===== src/sv/ini_section_command_tokenizer_core_defines.svh =====
// ----------------------------------------------------------------------------
// Assertion macros for the INI section/command tokenizer.
// Every check is sampled on the rising edge of clk_i and disabled in reset.
// ----------------------------------------------------------------------------
`ifndef INI_SECTION_COMMAND_TOKENIZER_CORE_DEFINES_SVH
`define INI_SECTION_COMMAND_TOKENIZER_CORE_DEFINES_SVH

// Check that a condition holds at every clock edge.
`define IST_ASSERT(label, cond, msg) \
  label: assert property (@(posedge clk_i) disable iff (!rst_ni) (cond)) \
    else $error(msg);

// Check that an antecedent implies a consequent in the next cycle.
`define IST_ASSERT_NEXT(label, ante, cons, msg) \
  label: assert property (@(posedge clk_i) disable iff (!rst_ni) (ante) |=> (cons)) \
    else $error(msg);

`endif


===== src/sv/ist_pkg.sv =====
// ----------------------------------------------------------------------------
// ist_pkg
// Shared types and constants of the INI section/command tokenizer.
// ----------------------------------------------------------------------------
`default_nettype none

package ist_pkg;

  // Width of the internal byte offset and line counters.
  localparam int unsigned POS_WIDTH = 20;
  // Fixed width of the position fields of a result item.
  localparam int unsigned FIELD_W   = 20;

  localparam logic [POS_WIDTH-1:0] POS_MAX = {POS_WIDTH{1'b1}};

  // Characters
  localparam logic [7:0] CH_HASH  = 8'h23;  // '#'
  localparam logic [7:0] CH_LBRK  = 8'h5B;  // '['
  localparam logic [7:0] CH_GT    = 8'h3E;  // '>'
  localparam logic [7:0] CH_RBRK  = 8'h5D;  // ']'
  localparam logic [7:0] CH_NL    = 8'h0A;  // newline
  localparam logic [7:0] CH_TAB   = 8'h09;  // tab
  localparam logic [7:0] CH_SPACE = 8'h20;  // space

  // Event kinds
  localparam logic [2:0] EV_NONE     = 3'd0;
  localparam logic [2:0] EV_SECTION  = 3'd1;
  localparam logic [2:0] EV_COMMAND  = 3'd2;
  localparam logic [2:0] EV_ARGUMENT = 3'd3;
  localparam logic [2:0] EV_ERROR    = 3'd4;

  // Error codes
  localparam logic [2:0] ERR_CMD_OUTSIDE = 3'd0;
  localparam logic [2:0] ERR_NO_LBRK     = 3'd1;
  localparam logic [2:0] ERR_NO_CMD      = 3'd2;
  localparam logic [2:0] ERR_NO_RBRK     = 3'd3;
  localparam logic [2:0] ERR_BAD_GT      = 3'd4;

  typedef struct packed {
    logic [7:0] byte_value;
    logic       new_file;
  } in_item_t;

  typedef struct packed {
    logic [2:0]         event_kind;
    logic [2:0]         error_code;
    logic [FIELD_W-1:0] token_start;
    logic [FIELD_W-1:0] token_length;
    logic [FIELD_W-1:0] line_number;
  } out_item_t;

endpackage

`default_nettype wire


===== src/sv/ist_in_if.sv =====
// ----------------------------------------------------------------------------
// ist_in_if
// Valid/ready channel carrying one text byte per item.
// ----------------------------------------------------------------------------
`default_nettype none

interface ist_in_if;
  logic              valid;
  logic              ready;
  ist_pkg::in_item_t data;

  modport source (output valid, output data, input ready);
  modport sink   (input valid, input data, output ready);
endinterface

`default_nettype wire


===== src/sv/ist_out_if.sv =====
// ----------------------------------------------------------------------------
// ist_out_if
// Valid/ready channel carrying one tokenizer result per item.
// ----------------------------------------------------------------------------
`default_nettype none

interface ist_out_if;
  logic               valid;
  logic               ready;
  ist_pkg::out_item_t data;

  modport source (output valid, output data, input ready);
  modport sink   (input valid, input data, output ready);
endinterface

`default_nettype wire


===== src/sv/ini_section_command_tokenizer_core.sv =====
// ----------------------------------------------------------------------------
// ini_section_command_tokenizer_core
// Byte-wise tokenizer for INI-like text: sections, commands and arguments.
// ----------------------------------------------------------------------------
// Usage:
//   in_i  carries one text byte per item plus a new_file flag that marks the
//         first byte of a file; that byte clears all parse state first.
//   out_o carries exactly one result item per input item: no event, a closed
//         section/command/argument (start offset, length, line) or an error.
//   After an error the block reports no event for every byte until a byte
//   with new_file set arrives.
// Timing:
//   out_o.valid rises once an item has passed the input register and then
//   the parse update that loads the result register. Throughput is 1 item
//   per cycle while out_o is not stalled; the parse state update is a
//   single shallow step from the input register to the result register.
// Reset:
//   rst_ni (async, active low) empties both registers and returns the parse
//   state to idle with offset and line count at zero.
// Backpressure:
//   While out_o is stalled the result holds; one more item may wait in the
//   input register, and in_i.ready drops only when both are full.
// ----------------------------------------------------------------------------
`default_nettype none

`include "ini_section_command_tokenizer_core_defines.svh"

module ini_section_command_tokenizer_core (
  input  wire          clk_i,
  input  wire          rst_ni,
  ist_in_if.sink       in_i,
  ist_out_if.source    out_o
);

  localparam int unsigned PW = ist_pkg::POS_WIDTH;
  localparam int unsigned FW = ist_pkg::FIELD_W;

  typedef enum logic [2:0] {
    MODE_IDLE,
    MODE_COMMENT,
    MODE_SECTION,
    MODE_COMMAND,
    MODE_ARGUMENT
  } mode_e;

  // Input stage
  logic              s1_valid_q;
  ist_pkg::in_item_t s1_item_q;

  // Output stage
  logic               out_valid_q;
  ist_pkg::out_item_t out_item_q;
  ist_pkg::out_item_t res;

  // Parse state
  mode_e           mode_q, mode_d;
  logic            sec_seen_q, sec_seen_d;
  logic            cmd_seen_q, cmd_seen_d;
  logic            tok_open_q, tok_open_d;
  logic [PW-1:0]   tok_start_q, tok_start_d;
  logic [PW-1:0]   offset_q, offset_d;
  logic [PW-1:0]   line_q, line_d;
  logic            halted_q, halted_d;

  // State after an optional new-file clear
  mode_e           mode_e0;
  logic            sec_seen_e, cmd_seen_e, tok_open_e, halted_e;
  logic [PW-1:0]   tok_start_e, offset_e, line_e;

  logic            out_free;
  logic            s1_fire;
  logic            in_fire;
  logic [7:0]      ch;
  logic [PW-1:0]   close_start;
  logic [PW-1:0]   close_len;
  logic            report_line;

  // Advance the result register when it is empty or being taken.
  assign out_free   = !out_valid_q || out_o.ready;
  assign s1_fire    = s1_valid_q && out_free;
  assign in_i.ready = !s1_valid_q || out_free;
  assign in_fire    = in_i.valid && in_i.ready;

  assign out_o.valid = out_valid_q;
  assign out_o.data  = out_item_q;

  assign ch = s1_item_q.byte_value;

  // Drop all parse state on the first byte of a new file.
  always_comb begin
    if (s1_item_q.new_file) begin
      mode_e0     = MODE_IDLE;
      sec_seen_e  = 1'b0;
      cmd_seen_e  = 1'b0;
      tok_open_e  = 1'b0;
      tok_start_e = '0;
      offset_e    = '0;
      line_e      = '0;
      halted_e    = 1'b0;
    end else begin
      mode_e0     = mode_q;
      sec_seen_e  = sec_seen_q;
      cmd_seen_e  = cmd_seen_q;
      tok_open_e  = tok_open_q;
      tok_start_e = tok_start_q;
      offset_e    = offset_q;
      line_e      = line_q;
      halted_e    = halted_q;
    end
  end

  // Start and length of a token closed at the current offset; an empty
  // token reports the closing offset and length zero.
  always_comb begin
    if (tok_open_e && (tok_start_e <= offset_e)) begin
      close_start = tok_start_e;
      close_len   = offset_e - tok_start_e;
    end else begin
      close_start = offset_e;
      close_len   = '0;
    end
  end

  // One parse step per byte.
  always_comb begin
    mode_d      = mode_e0;
    sec_seen_d  = sec_seen_e;
    cmd_seen_d  = cmd_seen_e;
    tok_open_d  = tok_open_e;
    tok_start_d = tok_start_e;
    offset_d    = offset_e;
    line_d      = line_e;
    halted_d    = halted_e;
    res         = '0;
    report_line = 1'b0;

    if (!halted_e) begin
      // Count lines on every newline, saturating.
      if (ch == ist_pkg::CH_NL && line_e != ist_pkg::POS_MAX) begin
        line_d = line_e + 1'b1;
      end

      case (mode_e0)
        MODE_COMMENT: begin
          if (ch == ist_pkg::CH_NL) begin
            mode_d = MODE_IDLE;
          end
        end
        MODE_SECTION: begin
          if (ch == ist_pkg::CH_NL) begin
            halted_d       = 1'b1;
            res.event_kind = ist_pkg::EV_ERROR;
            res.error_code = ist_pkg::ERR_NO_RBRK;
            report_line    = 1'b1;
          end else if (ch == ist_pkg::CH_RBRK) begin
            tok_open_d       = 1'b0;
            res.event_kind   = ist_pkg::EV_SECTION;
            res.token_start  = FW'(close_start);
            res.token_length = FW'(close_len);
            report_line      = 1'b1;
            sec_seen_d       = 1'b1;
            mode_d           = MODE_IDLE;
          end else if (!tok_open_e) begin
            tok_open_d  = 1'b1;
            tok_start_d = offset_e;
          end
        end
        MODE_COMMAND: begin
          if (ch == ist_pkg::CH_NL || ch == ist_pkg::CH_SPACE || ch == ist_pkg::CH_TAB) begin
            tok_open_d       = 1'b0;
            res.event_kind   = ist_pkg::EV_COMMAND;
            res.token_start  = FW'(close_start);
            res.token_length = FW'(close_len);
            report_line      = 1'b1;
            cmd_seen_d       = 1'b1;
            mode_d           = MODE_IDLE;
          end else if (ch == ist_pkg::CH_GT) begin
            halted_d       = 1'b1;
            res.event_kind = ist_pkg::EV_ERROR;
            res.error_code = ist_pkg::ERR_BAD_GT;
            report_line    = 1'b1;
          end else if (!tok_open_e) begin
            tok_open_d  = 1'b1;
            tok_start_d = offset_e;
          end
        end
        MODE_ARGUMENT: begin
          if (ch == ist_pkg::CH_NL || ch == ist_pkg::CH_HASH) begin
            tok_open_d       = 1'b0;
            res.event_kind   = ist_pkg::EV_ARGUMENT;
            res.token_start  = FW'(close_start);
            res.token_length = FW'(close_len);
            report_line      = 1'b1;
            mode_d           = (ch == ist_pkg::CH_NL) ? MODE_IDLE : MODE_COMMENT;
          end else if (ch == ist_pkg::CH_LBRK) begin
            if (!tok_open_e) begin
              mode_d = MODE_SECTION;
            end
          end else if (ch == ist_pkg::CH_GT) begin
            if (!tok_open_e) begin
              mode_d = MODE_COMMAND;
            end
          end
        end
        default: begin
          // Idle, and any unused code, behaves as idle.
          mode_d = MODE_IDLE;
          if (ch == ist_pkg::CH_HASH) begin
            mode_d = MODE_COMMENT;
          end else if (ch == ist_pkg::CH_LBRK) begin
            mode_d = MODE_SECTION;
          end else if (ch == ist_pkg::CH_GT) begin
            if (!sec_seen_e) begin
              halted_d       = 1'b1;
              res.event_kind = ist_pkg::EV_ERROR;
              res.error_code = ist_pkg::ERR_CMD_OUTSIDE;
              report_line    = 1'b1;
            end else begin
              mode_d = MODE_COMMAND;
            end
          end else if (ch == ist_pkg::CH_NL || ch == ist_pkg::CH_TAB ||
                       ch == ist_pkg::CH_SPACE) begin
            // Skip blanks; newline was counted above.
          end else if (!sec_seen_e) begin
            halted_d       = 1'b1;
            res.event_kind = ist_pkg::EV_ERROR;
            res.error_code = ist_pkg::ERR_NO_LBRK;
            report_line    = 1'b1;
          end else if (!cmd_seen_e) begin
            halted_d       = 1'b1;
            res.event_kind = ist_pkg::EV_ERROR;
            res.error_code = ist_pkg::ERR_NO_CMD;
            report_line    = 1'b1;
          end else begin
            mode_d      = MODE_ARGUMENT;
            tok_open_d  = 1'b1;
            tok_start_d = offset_e;
          end
        end
      endcase

      if (report_line) begin
        res.line_number = FW'(line_d);
      end

      // Advance the byte offset, saturating.
      if (offset_e != ist_pkg::POS_MAX) begin
        offset_d = offset_e + 1'b1;
      end
    end
  end

  // Hold state and registered outputs.
  always_ff @(posedge clk_i or negedge rst_ni) begin
    if (!rst_ni) begin
      s1_valid_q  <= 1'b0;
      s1_item_q   <= '0;
      out_valid_q <= 1'b0;
      out_item_q  <= '0;
      mode_q      <= MODE_IDLE;
      sec_seen_q  <= 1'b0;
      cmd_seen_q  <= 1'b0;
      tok_open_q  <= 1'b0;
      tok_start_q <= '0;
      offset_q    <= '0;
      line_q      <= '0;
      halted_q    <= 1'b0;
    end else begin
      if (in_fire) begin
        s1_valid_q <= 1'b1;
        s1_item_q  <= in_i.data;
      end else if (s1_fire) begin
        s1_valid_q <= 1'b0;
      end

      if (s1_fire) begin
        out_valid_q <= 1'b1;
        out_item_q  <= res;
        mode_q      <= mode_d;
        sec_seen_q  <= sec_seen_d;
        cmd_seen_q  <= cmd_seen_d;
        tok_open_q  <= tok_open_d;
        tok_start_q <= tok_start_d;
        offset_q    <= offset_d;
        line_q      <= line_d;
        halted_q    <= halted_d;
      end else if (out_o.ready) begin
        out_valid_q <= 1'b0;
      end
    end
  end

  // A halted block reports nothing until a new file starts.
  `IST_ASSERT_NEXT(a_halt_silent, s1_fire && halted_q && !s1_item_q.new_file,
                   out_item_q.event_kind == ist_pkg::EV_NONE, "halted block emitted an event")

  // Every error halts the block.
  `IST_ASSERT_NEXT(a_error_halts, s1_fire && res.event_kind == ist_pkg::EV_ERROR,
                   halted_q, "error did not halt the block")

  // The byte offset never moves backward within a file.
  `IST_ASSERT_NEXT(a_offset_mono, s1_fire && !s1_item_q.new_file,
                   offset_q >= $past(offset_q), "byte offset moved backward")

  // A result with no event carries all-zero position fields.
  `IST_ASSERT(a_none_zero, !out_valid_q || out_item_q.event_kind != ist_pkg::EV_NONE ||
              (out_item_q.token_start == '0 && out_item_q.token_length == '0 &&
               out_item_q.line_number == '0), "empty result carries position data")

endmodule

`default_nettype wire


===== src/flat_wrapper.sv =====
// flat-port wrapper written by rule: the top's interface ports become plain ports
module ini_section_command_tokenizer_core_flat 
  (clk_i, rst_ni, in_i_valid, in_i_data, in_i_ready, out_o_valid, out_o_data, out_o_ready);
  ist_in_if in_i_i ();
  ist_out_if out_o_i ();
  input  wire clk_i;
  input  wire rst_ni;
  input wire logic [$bits(in_i_i.valid)-1:0] in_i_valid;
  input wire logic [$bits(in_i_i.data)-1:0] in_i_data;
  output wire logic [$bits(in_i_i.ready)-1:0] in_i_ready;
  output wire logic [$bits(out_o_i.valid)-1:0] out_o_valid;
  output wire logic [$bits(out_o_i.data)-1:0] out_o_data;
  input wire logic [$bits(out_o_i.ready)-1:0] out_o_ready;
  assign in_i_i.valid = in_i_valid;
  assign in_i_i.data = in_i_data;
  assign in_i_ready = in_i_i.ready;
  assign out_o_valid = out_o_i.valid;
  assign out_o_data = out_o_i.data;
  assign out_o_i.ready = out_o_ready;
  ini_section_command_tokenizer_core u_core (.clk_i(clk_i), .rst_ni(rst_ni), .in_i(in_i_i), .out_o(out_o_i));
endmodule

===== config.mk =====
export PLATFORM = sky130hd
export DESIGN_NAME = ini_section_command_tokenizer_core_flat
export DESIGN_NICKNAME = d
export VERILOG_FILES = /design/src/sv/ist_pkg.sv /design/src/sv/ist_in_if.sv /design/src/sv/ist_out_if.sv /design/src/sv/ini_section_command_tokenizer_core.sv /design/src/flat_wrapper.sv
export VERILOG_INCLUDE_DIRS = /design/src /design/src/sv
export SDC_FILE = /design/constraint.sdc
export NUM_CORES = 1
export LEC_CHECK = 0
export BUFFER_PORTS_ARGS = -buffer_cell sky130_fd_sc_hd__buf_2
export CAP_MARGIN = 20
export CORE_MARGIN = 8
export CORE_UTILIZATION = 54
export DETAILED_ROUTE_END_ITERATION = 7
export PLACE_DENSITY = 0.73
export SLEW_MARGIN = 20
export SYNTH_ARGS = -nofsm -noshare
export SYNTH_HDL_FRONTEND = slang
export SYNTH_SLANG_ARGS = --single-unit

===== constraint.sdc =====
create_clock -name clk_i -period 5.1 [get_ports clk_i]
set_input_delay 0.765 -clock clk_i [delete_from_list [all_inputs] [get_ports clk_i]]
set_output_delay 0.765 -clock clk_i [all_outputs]
set_load 0.01 [all_outputs]

Word-level counts from Yosys, hierarchy flattened
Cells that the tools add are included.

word-level totals
  word-level logic and storage cells = 161
  output and inout bits = 68
  flip-flop bits (word level) = 144
  bits of input ports = 13

cells by class
  equality and inequality tests = 13
  $add $sub $neg = 3
  muxes and demuxes = 111
  reductions and logical operators = 16
  order comparisons = 1

operators with widths
  cell                                                 number
  2-to-1 mux 20 bit                                    22
  2-to-1 mux 40 bit                                    4
  one-hot mux 40 bit (3 select lines)                  1
  2-to-1 mux 66 bit                                    1
  2-to-1 mux 3 bit                                     20
  one-hot mux 20 bit (3 select lines)                  1
  2-to-1 mux 6 bit                                     8
  2-to-1 mux 1 bit                                     45
  adder 20 x 1 -> 20 bit, second input constant        2
  inequality test 20 bit, second input constant        2
  equality test 8 x 6 -> 1 bit, second input constant  3
  one-hot mux 3 bit (4 select lines)                   2
  <= comparator 20 bit                                 1
  subtractor 20 bit                                    1
  equality test 8 x 4 -> 1 bit, second input constant  2
  equality test 8 x 7 -> 1 bit, second input constant  2
  one-hot mux 3 bit (3 select lines)                   1
  one-hot mux 1 bit (4 select lines)                   2
  logical OR 1 bit                                     7
  equality test 3 x 2 -> 1 bit, second input constant  2
  2-to-1 mux 2 bit                                     3
  logical AND 1 bit                                    4
  nonzero test 2 bit                                   2
  equality test 3 x 1 -> 1 bit, second input constant  1
  other kinds (4)                                      5

Depth between registers and ports, before layout
Gate-level depths: netlist (run 1).

  depth in word-level cells = 11
  depth in mapped cells = 16
  depth with buffers taken out = 12

Worst setup path before layout (run 1)
Ideal clock, no wire load.

  path type = register to register
  from = register u_core.s1_item_q[0] (netlist bit)
  to = register u_core.out_item_q (netlist bit u_core.out_o.data[40])
  required time = 4.968 ns
  path slack = 1.194 ns
  library setup time = 0.132 ns
  stages on the path, launching flop included = 16
  buffers on the path = 5
  arrival = 3.774 ns
  clock period less this slack = 3.906 ns
  path through = dfrtp_1 -> buf_4 -> inv_1 -> clkbuf_1 -> buf_1 -> clkbuf_1 -> nand2_1 -> fa_1 -> a21o_1 -> a221oi_2 -> a211oi_1 -> o31ai_1 -> a221oi_4 -> buf_6 -> mux2i_1 -> o21ai_1

between the ends
  word-level cells in the longest chain between the ends = 8
  elaborated cells between the ends (all ways) = 17
  classes of those cells = 1 x order compare; 3 x eq/ne; 12 x mux; 1 x reduce/logical

ends and longest elaborated chain
  element                              line                                       text
  start: declaration                   ini_section_command_tokenizer_core.sv:48   ist_pkg::in_item_t s1_item_q;
  start signal: assignment             ini_section_command_tokenizer_core.sv:271  s1_item_q <= in_i.data;
  2-to-1 mux 20 bit                    ini_section_command_tokenizer_core.sv:91   if (s1_item_q.new_file) begin
  <= comparator 20 bit                 ini_section_command_tokenizer_core.sv:115  if (tok_open_e && (tok_start_e <= offset_e)) begin
  logical AND 1 bit                    ini_section_command_tokenizer_core.sv:115
  2-to-1 mux 20 bit                    ini_section_command_tokenizer_core.sv:115
  2-to-1 mux 40 bit                    ini_section_command_tokenizer_core.sv:155  end else if (ch == ist_pkg::CH_RBRK) begin
  2-to-1 mux 40 bit                    ini_section_command_tokenizer_core.sv:150  if (ch == ist_pkg::CH_NL) begin
  one-hot mux 40 bit (3 select lines)  ini_section_command_tokenizer_core.sv:143  case (mode_e0)
  2-to-1 mux 66 bit *                  ini_section_command_tokenizer_core.sv:137  if (!halted_e) begin
  end signal: assignment               ini_section_command_tokenizer_core.sv:278  out_item_q <= res;
  end: declaration                     ini_section_command_tokenizer_core.sv:52   ist_pkg::out_item_t out_item_q;

Every way passes the cells marked *; elsewhere a longest branch is shown, timed or not.
A chain may end at the register's enable or synchronous reset.

Worst setup path after layout (run 1)
  from = register u_core.s1_item_q[0] (netlist bit)
  to = register u_core.out_item_q (netlist bit u_core.out_o.data[35])

Same word-level chain as after synthesis.

==> results of run 1 <==
-- kinds of logic (layout without fill, tap and decap cells) --
family	after synthesis	in the layout	synth area share, %
compound gates	250	250	20.67
xor+xnor	39	39	3.971
fa+ha+maj	22	22	3.287
buf+inv	65	136	3.200
flops	144	144	41.89
mux	44	44	5.251
simple gates	383	383	21.73
-- metal layers --
layer / vias to the layer above / part of all wire [%] / global-route usage (%)
met1: 3601 / 43 / 27.93
met5: - / 0 / 0
met2: 245 / 48 / 37.13
met3: 44 / 6.3 / 5.166
li1: 3574 / - / -
met4: 0 / 2.3 / 9.440
-- sequential cells by signal, summed over array words and instances, names as in the netlist --
name / flops
u_core.line_q: 20
u_core.ch: 8
u_core.offset_q: 20
u_core.s1_item_q: 1
u_core.halted_q: 1
u_core.tok_open_q: 1
u_core.cmd_seen_q: 1
u_core.out_o.data: 66
u_core.tok_start_q: 20
u_core.s1_valid_q: 1
u_core.out_o.valid: 1
u_core.sec_seen_q: 1
u_core.mode_q: 3
-- worst max-delay path: stages (launching register included) --
cell	delay, ps
dfrtp_2	360
buf_4	410
nor2b_1	240
ha_1	430
and2_1	280
nand3_1	150
or4b_1	580
o21a_1	230
a221oi_4	270
buf_4	300
nand2_2	230
o31ai_1	290
-- power by group --
group | switching [uW] | total (uW) | internal (uW) | leakage [uW]
Sequential | 70.3 | 1270 | 1200 | 0.00197
Combinational | 486 | 757 | 270 | 0.00215
Clock | 503 | 1350 | 844 | 0.000305
Total | 1060 | 3370 | 2310 | 0.00442
-- metrics by stage --
step	std cells	area (um^2)	hold WS, ps	setup WS (ps)
after floorplan	947	8602	450.2	1194
after global placement	1202	9140	456.8	1297
after detailed placement	1202	9140	461.6	1240
after CTS	1234	9777	474.8	1212
after global routing	1234	9777	485.4	988.6
final	1234	9777	452.8	1229
-- layout make-up --
class                      count  area, um^2
timing repair buffer          90       481.7
clock inverter                13       183.9
clock buffer                  19       452.9
sequential                   144        3605
fill                        1371        5936
multi-input combinational    738        4731
tap                          216       270.3
inverter                      14       52.55
-- worst max-delay path by stage --
stage	startpoint	to	slack [ps]	cells after the start
2_1_floorplan	u_core.s1_item_q[0]	u_core.out_o.data[40]	1190	15
6_report	u_core.s1_item_q[0]	u_core.out_o.data[35]	1230	11
3_5_place_dp	u_core.s1_item_q[0]	u_core.out_o.data[35]	1240	11
4_1_cts	u_core.s1_item_q[0]	u_core.out_o.data[35]	1210	11
3_3_place_gp	u_core.s1_item_q[0]	u_core.out_o.data[35]	1300	11
5_1_grt	u_core.s1_item_q[0]	u_core.out_o.data[35]	990	11
-- cells in the mapped netlist, types with 13 or more instances --
| cell type | n |
|---|---|
| a32o_1 | 18 |
| nor3_1 | 25 |
| mux2i_1 | 35 |
| inv_1 | 13 |
| a21oi_1 | 28 |
| nor2_1 | 57 |
| o21ai_0 | 60 |
| nor2b_1 | 29 |
| dfrtp_1 | 144 |
| nand3_1 | 35 |
| clkbuf_1 | 38 |
| o21ai_1 | 26 |
| xor2_1 | 16 |
| nand2_1 | 153 |
| and3_1 | 15 |
| nand4_1 | 15 |
| xnor2_1 | 23 |
| a22o_1 | 31 |
| a21o_1 | 19 |
| ha_1 | 21 |
==> results.sh, run 1 <==
export IMPL_outcome="complete, no violations"
export IMPL_synth_edff_count=0
export IMPL_via_per_inst=6.049
export IMPL_antenna_found_initial=0
export IMPL_fin_crit_ps=3871
export IMPL_final_common_cell="nand2_1"
export IMPL_max_freq_mhz=258.3
export IMPL_track_usage_pct=22.54
export IMPL_dr_pass1_iters=5
export IMPL_synth_warnings=0
export IMPL_core_um2=15710
export IMPL_end_kind="register"
export IMPL_p_per_area_nw_per_um2=344.9
export IMPL_syn_inst=947
export IMPL_worst_slew_pin_slew_ps=998.4
export IMPL_rrSetupSlack_ps=1230
export IMPL_gp_congestion=0.9618
export IMPL_grt_pass1_vias=7167
export IMPL_area_growth_pct=13.66
export IMPL_synth_top_cell_by_area="dfrtp_1"
export IMPL_netlist_area_um2=8602
export IMPL_postSynth_asyncResetShare_pct=100.0
export IMPL_power_uw=3372
export IMPL_io_pins=81
export IMPL_io_buffers=80
export IMPL_cts_htree_levels=4
export IMPL_rr_startpoint="u_core.s1_item_q[0]"
export IMPL_synth_top_area_share_pct=41.89
export IMPL_synth_cell_types=78
export IMPL_cap_violations=0
export IMPL_min_path_type="input pin to async pin"
export IMPL_cts_inserted_buffers=17
export IMPL_vias=7464
export IMPL_antenna_cells=0
export IMPL_synth_fp_nets=982
export IMPL_fp_row_count=46
export IMPL_final_setup_tns_ps=0
export IMPL_cts_root_buf="clkbuf_16"
export IMPL_numClockSinks=144
export IMPL_rr_endpoint="u_core.out_o.data[35]"
export IMPL_dp_hpwl_um=15570
export IMPL_crit_type="register to register"
export IMPL_yosys_register_bits=144
export IMPL_drt_total_wl_um=22170
export IMPL_die_h_um=142.2
export IMPL_hold_viol=0
export IMPL_required_ps=5430
export IMPL_cp_max_fo=43
export IMPL_p_leak_uw=0.004425
export IMPL_worst_setup_path_start_kind="register"
export IMPL_vdd_drop_max_mv=0.2523
export IMPL_fin_crit_sh_pct=75.90
export IMPL_initial_core_util_pct=54.75
export IMPL_netlist_top_cells_area="dfrtp_1 (42%), nand2_1 (6.7%), mux2i_1 (4.1%)"
export IMPL_drv_slew=0
export IMPL_worst_skew_pair_late_latency_ps=430
export IMPL_drive_above_1_share_pct=14.83
export IMPL_cts_buffer_depth=2
export IMPL_wl_per_cell_um=17.97
export IMPL_clkTransAtPathRegs_ps=60
export IMPL_grt_overflow_total=0
export IMPL_avgSynthCellArea_um2=9.083
export IMPL_mostFrequentLayoutCells="nand2_1 (152), dfrtp_1 (143), buf_2 (79)"
export IMPL_cp_arrival_ps=4200
export IMPL_cts_setup_buffers=0
export IMPL_r2r_worst_path_cells=11
export IMPL_max_slew_margin_pct=33.44
export IMPL_finish_utilization_pct=62.22
export IMPL_cts_tree="done"
export IMPL_die_width_um=142.2
export IMPL_synth_ff_type="dfrtp_1"
export IMPL_grt_pass1_wl_um=36750
export IMPL_fin_skew_ps=8.915
export IMPL_drt_iter0_drc=547
export IMPL_grt_max_degree=110
export IMPL_dieArea_um2=20220
export IMPL_synth_seq_area_share_pct=41.89
export IMPL_ctsHoldBuffers=0
export IMPL_finalSetupViolCount=0
export IMPL_drc=0
export IMPL_rsz0062_at_grt="false"
export IMPL_drtAntennaViolNets=0
export IMPL_cts_resized=0
export IMPL_finalNetCount=1040
No activity file was read; power rests on OpenSTA's default activity.
==> run 2: changes to the inputs <==
- PLACE_DENSITY: 0.73 -> 0.76
- clock period: 5.1 -> 3.2 ns (I/O delays scaled with it)
==> run 2 against run 1 <==
Largest power group unchanged. Register-to-register slack got worse by 1200 ps. Die area did not move. Wire length up 7.0%. Fmax grew 22%. Critical path type unchanged. Via count up 5.0%. Critical path depth is 1 higher. Clock power up 58%. Global-route usage rose by 0.98 points. Sequential share of layout area shrank 2.1 points. Combinational power is 85% higher. Sequential cell count did not move. Worst setup slack got worse by 1200 ps.
==> results.sh, run 2 (synthesis results as in run 1) <==
export IMPL_outcome="complete, no violations"
export IMPL_grt_pass1_vias=7600
export IMPL_mostFrequentLayoutCells="nand2_1 (152), dfrtp_1 (143), buf_2 (79)"
export IMPL_area_growth_pct=20.49
export IMPL_dieArea_um2=20220
export IMPL_via_per_inst=6.094
export IMPL_worst_skew_pair_late_latency_ps=430
export IMPL_drv_slew=0
export IMPL_cp_arrival_ps=3470
export IMPL_startpoint="u_core.s1_item_q[0]"
export IMPL_cp_max_fo=15
export IMPL_io_pins=81
export IMPL_fin_crit_ps=3163
export IMPL_cts_root_buf="clkbuf_16"
export IMPL_cts_buffer_depth=2
export IMPL_drtAntennaViolNets=0
export IMPL_numClockSinks=144
export IMPL_crit_family="simple AND/OR/NAND/NOR gates"
export IMPL_grt_max_degree=62
export IMPL_p_per_area_nw_per_um2=537.9
export IMPL_path_cells="buf_12 > nor2b_2 > ha_1 > and2_1 > nand3_1 > or4b_1 > o21a_1 > a221oi_4 > buf_6 > buf_6 > mux2i_1 > o21ai_1"
export IMPL_initial_core_util_pct=54.75
export IMPL_critical_path_buf_inv_count=3
export IMPL_grt_overflow_total=0
export IMPL_hold_viol=0
export IMPL_ctsHoldBuffers=0
export IMPL_antenna_found_initial=0
export IMPL_dr_pass1_iters=5
export IMPL_fillers=1295
export IMPL_cts_htree_levels=4
export IMPL_core_um2=15710
export IMPL_finalSetupViolCount=0
export IMPL_antenna_cells=0
export IMPL_die_width_um=142.2
export IMPL_clkTransAtPathRegs_ps=60
export IMPL_cts_tree="done"
export IMPL_vias=7837
export IMPL_worst_setup_path_start_kind="register"
export IMPL_track_usage_pct=23.52
export IMPL_cap_violations=0
export IMPL_worst_slew_pin_slew_ps=695.6
export IMPL_rr_endpoint="u_core.out_o.data[43]"
export IMPL_final_common_cell="nand2_1"
export IMPL_rr_startpoint="u_core.s1_item_q[0]"
export IMPL_end_kind="register"
export IMPL_die_h_um=142.2
export IMPL_dp_hpwl_um=16650
export IMPL_stdcell_area_um2=10360
export IMPL_crit_type="register to register"
export IMPL_r2r_worst_path_cells=12
export IMPL_drive_above_1_share_pct=20.47
export IMPL_min_path_type="input pin to async pin"
export IMPL_fp_row_count=46
export IMPL_fin_crit_sh_pct=98.83
export IMPL_cts_inserted_buffers=17
export IMPL_required_ps=3510
export IMPL_drc=0
export IMPL_p_leak_uw=0.004723
export IMPL_slowest_stage="or4b_1"
export IMPL_cpPeakStageDelay_ps=540
export IMPL_gp_congestion=0.9208
export IMPL_max_freq_mhz=316.2
export IMPL_fin_skew_ps=8.765
export IMPL_rrSetupSlack_ps=40
export IMPL_crit_path_frequent_cell="buf_6"
export IMPL_grt_pass1_wl_um=38330
export IMPL_io_buffers=80
export IMPL_largest_register_ff_count=66
export IMPL_vdd_drop_max_mv=0.4536
export IMPL_placed_cell_area_um2=9529
export IMPL_whs_ps=23.53
export IMPL_max_slew_margin_pct=53.45
export IMPL_wl_per_cell_um=18.45
export IMPL_finalNetCount=1092
export IMPL_drt_iter0_drc=725
export IMPL_drt_total_wl_um=23730
==> run 2: changes by cell type in the layout (fill, tap and decap cells not counted), sizes merged <==
cell and change:
inv -1, clkinvlp +1, buf +51, clkbuf +1
==> run 2: repair_timing <==
action                     4_1_cts  5_1_grt
setup buffers                    0        8
gates resized for setup          0       27
setup endpoints to repair        0       36
==> run 2: how the worst max path moves through the flow <==
stage / end / slack, ps / cells after the start
after global routing: u_core.out_o.data[43] / -80 / 12
after global placement: u_core.out_o.data[51] / 120 / 11
after floorplan: u_core.out_o.data[34] / -130 / 15
final: u_core.out_o.data[43] / 40 / 12
after CTS: u_core.out_o.data[59] / 7 / 12
after detailed placement: u_core.out_o.data[34] / 50 / 11
==> run 2: per-stage QoR <==
step / util, % / setup slack (ps) / setup TNS [ps] / cells / power [uW]
CTS: 64.65 / 6.682 / 0 / 1277 / 5479
finish: 65.97 / 37.39 / 0 / 1286 / 5576
global route: 65.97 / -80.97 / -534.7 / 1286 / 5788
global placement: 60.65 / 121.8 / 0 / 1245 / 3332
detailed placement: 60.65 / 46.39 / 0 / 1245 / 3349
floorplan: - / -130.1 / -2113 / 947 / 2945
==> run 2: routing by layer <==
metal | part of all wire (%) | GRT usage, %
met3 | 6.5 | 4.462
met5 | 0 | 0
met4 | 3.2 | 11.25
met1 | 42 | 30.10
met2 | 48 | 37.65
==> run 2: cell type report <==
class	count	area, um^2	share of cell area, %
inverter	14	57.56	0.5553
clock buffer	19	442.9	4.273
timing repair buffer	142	920.9	8.885
sequential	144	3605	34.78
clock inverter	13	186.4	1.799
tap	216	270.3	2.607
multi-input combinational	738	4882	47.10
==> run 2: report_power, final <==
part / total (uW) / internal [uW] / leakage, uW / switching [uW]
clock network: 2130 / 1330 / 0.000296 / 806
registers: 2040 / 1910 / 0.00197 / 133
logic: 1400 / 576 / 0.00246 / 826
==> run 3: changes to the inputs <==
- ABC_AREA: unset -> 1
- PLACE_DENSITY: 0.76 -> 0.75
==> run 3 against run 2 <==
Via count grew 30%. Non-clock buffer count shrank 38. Sequential share of layout area shrank 2.8 points. Worst setup slack gained 210 ps. Synthesized cell count grew 56%. Die area grew 16%. Cell area grew 8.6%. Largest cell class unchanged.
==> results.sh, run 3 <==
export IMPL_grt_pass1_wl_um=50450
export IMPL_antenna_cells=0
export IMPL_fillers=1779
export IMPL_end_kind="register"
export IMPL_synth_seq_area_share_pct=35.62
export IMPL_synth_ff_type="dfrtp_1"
export IMPL_worst_setup_path_start_kind="register"
export IMPL_postSynth_asyncResetShare_pct=100.0
export IMPL_cp_arrival_ps=3290
export IMPL_fin_crit_sh_pct=92.15
export IMPL_die_h_um=152.9
export IMPL_dieArea_um2=23370
export IMPL_area_growth_pct=11.28
export IMPL_final_setup_tns_ps=0
export IMPL_p_leak_uw=0.005784
export IMPL_synth_cell_types=48
export IMPL_grt_overflow_total=0
export IMPL_netlist_area_um2=10120
export IMPL_max_freq_mhz=339.1
export IMPL_dr_pass1_iters=6
export IMPL_via_per_inst=5.709
export IMPL_synth_warnings=0
export IMPL_worst_slew_pin_slew_ps=981.8
export IMPL_fin_skew_ps=11.15
export IMPL_crit_type="register to register"
export IMPL_drc=0
export IMPL_yosysMostFrequentCell="nand2_1"
export IMPL_dp_hpwl_um=21880
export IMPL_max_slew_margin_pct=34.14
export IMPL_fin_crit_ps=2949
export IMPL_yosys_top_cells_count="nand2_1 (459), nor2_1 (153), dfrtp_1 (144)"
export IMPL_path_cells="inv_8 > nand2_1 > inv_1 > ha_1 > inv_1 > nor3_2 > nand2_1 > nor2_4 > nand3_2 > nand3_1 > nand2_1 > o21ai_0 > nand2_1 > o21ai_0"
export IMPL_synth_top_cell_by_area="dfrtp_1"
export IMPL_drt_iter0_drc=890
export IMPL_clkTransAtPathRegs_ps=60
export IMPL_antenna_found_initial=0
export IMPL_track_usage_pct=26.43
export IMPL_p_per_area_nw_per_um2=608.4
export IMPL_vdd_drop_max_mv=0.4096
export IMPL_regArea_um2=3605
export IMPL_gp_congestion=1.009
export IMPL_synth_fp_nets=1514
export IMPL_cp_max_fo=34
export IMPL_io_pins=81
export IMPL_rsz0062_at_grt="false"
export IMPL_crit_path_frequent_cell="nand2_1"
export IMPL_outcome="complete, no violations"
export IMPL_synth_edff_count=0
export IMPL_io_buffers=80
export IMPL_mostFrequentLayoutCells="nand2_1 (458), nor2_1 (152), dfrtp_1 (143)"
export IMPL_cts_htree_levels=4
export IMPL_wl_per_cell_um=17.25
export IMPL_rrSetupSlack_ps=250
export IMPL_numClockSinks=144
export IMPL_avgSynthCellArea_um2=6.840
export IMPL_cts_root_buf="clkbuf_16"
export IMPL_required_ps=3540
export IMPL_multiInputGateArea_um2=5662
export IMPL_drive_above_1_share_pct=13.95
export IMPL_finalNetCount=1580
export IMPL_min_path_type="input pin to async pin"
export IMPL_vias=10210
export IMPL_worst_skew_pair_late_latency_ps=430
export IMPL_cpPeakStageDelay_ps=500
export IMPL_hold_viol=0
export IMPL_core_um2=18520
export IMPL_grt_max_degree=91
export IMPL_finish_utilization_pct=60.79
export IMPL_cts_inserted_buffers=17
export IMPL_fp_row_count=50
export IMPL_drt_total_wl_um=30850
export IMPL_drtAntennaViolNets=0
export IMPL_final_common_cell="nand2_1"
export IMPL_cap_violations=0
export IMPL_largest_register_ff_count=66
export IMPL_cts_tree="done"
export IMPL_die_width_um=152.9
export IMPL_syn_inst=1479
export IMPL_yosys_register_bits=144
export IMPL_initial_core_util_pct=54.63
export IMPL_synth_top_area_share_pct=35.62
export IMPL_netlist_top_cells_area="dfrtp_1 (36%), nand2_1 (17%), nor2_1 (5.7%)"
export IMPL_cts_buffer_depth=2
export IMPL_finalSetupViolCount=0
export IMPL_grt_pass1_vias=9947
export IMPL_drv_slew=0
export IMPL_slowest_stage="dfrtp_2"
run 3: worst max-delay path: cells and delay by family (launching register included):
| kind | cells | cell delay [ps] |
|---|---|---|
| buffers and inverters | 3 | 470 |
| AND/OR/NAND/NOR | 8 | 1500 |
| flip-flops | 1 | 500 |
| AO/OA/AOI/OAI | 2 | 160 |
| adder cells (fa/ha/maj) | 1 | 210 |
run 3: kinds of logic after synthesis:
kind of cell / count (synthesis) / share of synthesized area [%]
simple gates: 816 / 35.99
flops: 144 / 35.62
xor+xnor: 29 / 2.511
buf+inv: 200 / 8.509
fa+ha+maj: 22 / 2.795
compound gates: 268 / 14.57
run 3: what timing repair did:
item | in CTS | in global routing
hold buffers | 0 | 0
buffers inserted | 0 | 0
gates resized for setup | 0 | 3
setup endpoints to repair | 0 | 21
run 3: power breakdown:
part           leakage [uW]  switching, uW  internal (uW)
Sequential          0.00190            263           2140
Combinational       0.00362           1780            808
Clock              0.000259            791           1070
run 3: area by class of cell:
cell class / count / share of cell area (%)
Multi-Input combinational cell: 1135 / 50.29
Sequential cell: 144 / 32.02
Timing Repair Buffer: 104 / 5.502
Inverter: 143 / 4.835
Clock buffer: 18 / 3.901
Tap cell: 234 / 2.601
Clock inverter: 11 / 0.8447
run 3: path summary, 6_finish.rpt:
kind / start / end / cells past startpoint
hold reg to reg: u_core.out_o.data[32] / u_core.out_o.data[32] / 2
min in group clk_i: in_i_data[8] / u_core.ch[7] / 3
hold / removal: rst_ni / u_core.out_o.data[50] / 1
max in group asynchronous: rst_ni / u_core.line_q[4] / 2
setup / recovery: u_core.s1_item_q[0] / u_core.offset_q[15] / 14
setup reg to reg: u_core.s1_item_q[0] / u_core.offset_q[15] / 14
run 3: routing by layer:
metal | vias to the layer above | routed length [um] | GRT usage, %
met4 | 0 | 1054 | 11.69
met2 | 476 | 14020 | 42.80
met3 | 89 | 2601 | 5.103
met5 | - | 0 | 0
li1 | 4950 | - | -
met1 | 4699 | 13180 | 33.88
run 3: through the flow:
step                total power (uW)  cell area [um^2]  setup slack, ps  hold slack (ps)  instances
floorplan                       4210             10120            380.0            184.4       1479
global placement                4908             10710            318.8            459.1       1760
detailed placement              4953             10710            177.2            462.3       1760
CTS                             6824             11250            165.2            84.62       1789
global route                    7262             11260            26.01            116.3       1789
finish                          6849             11260            251.3            61.16       1789
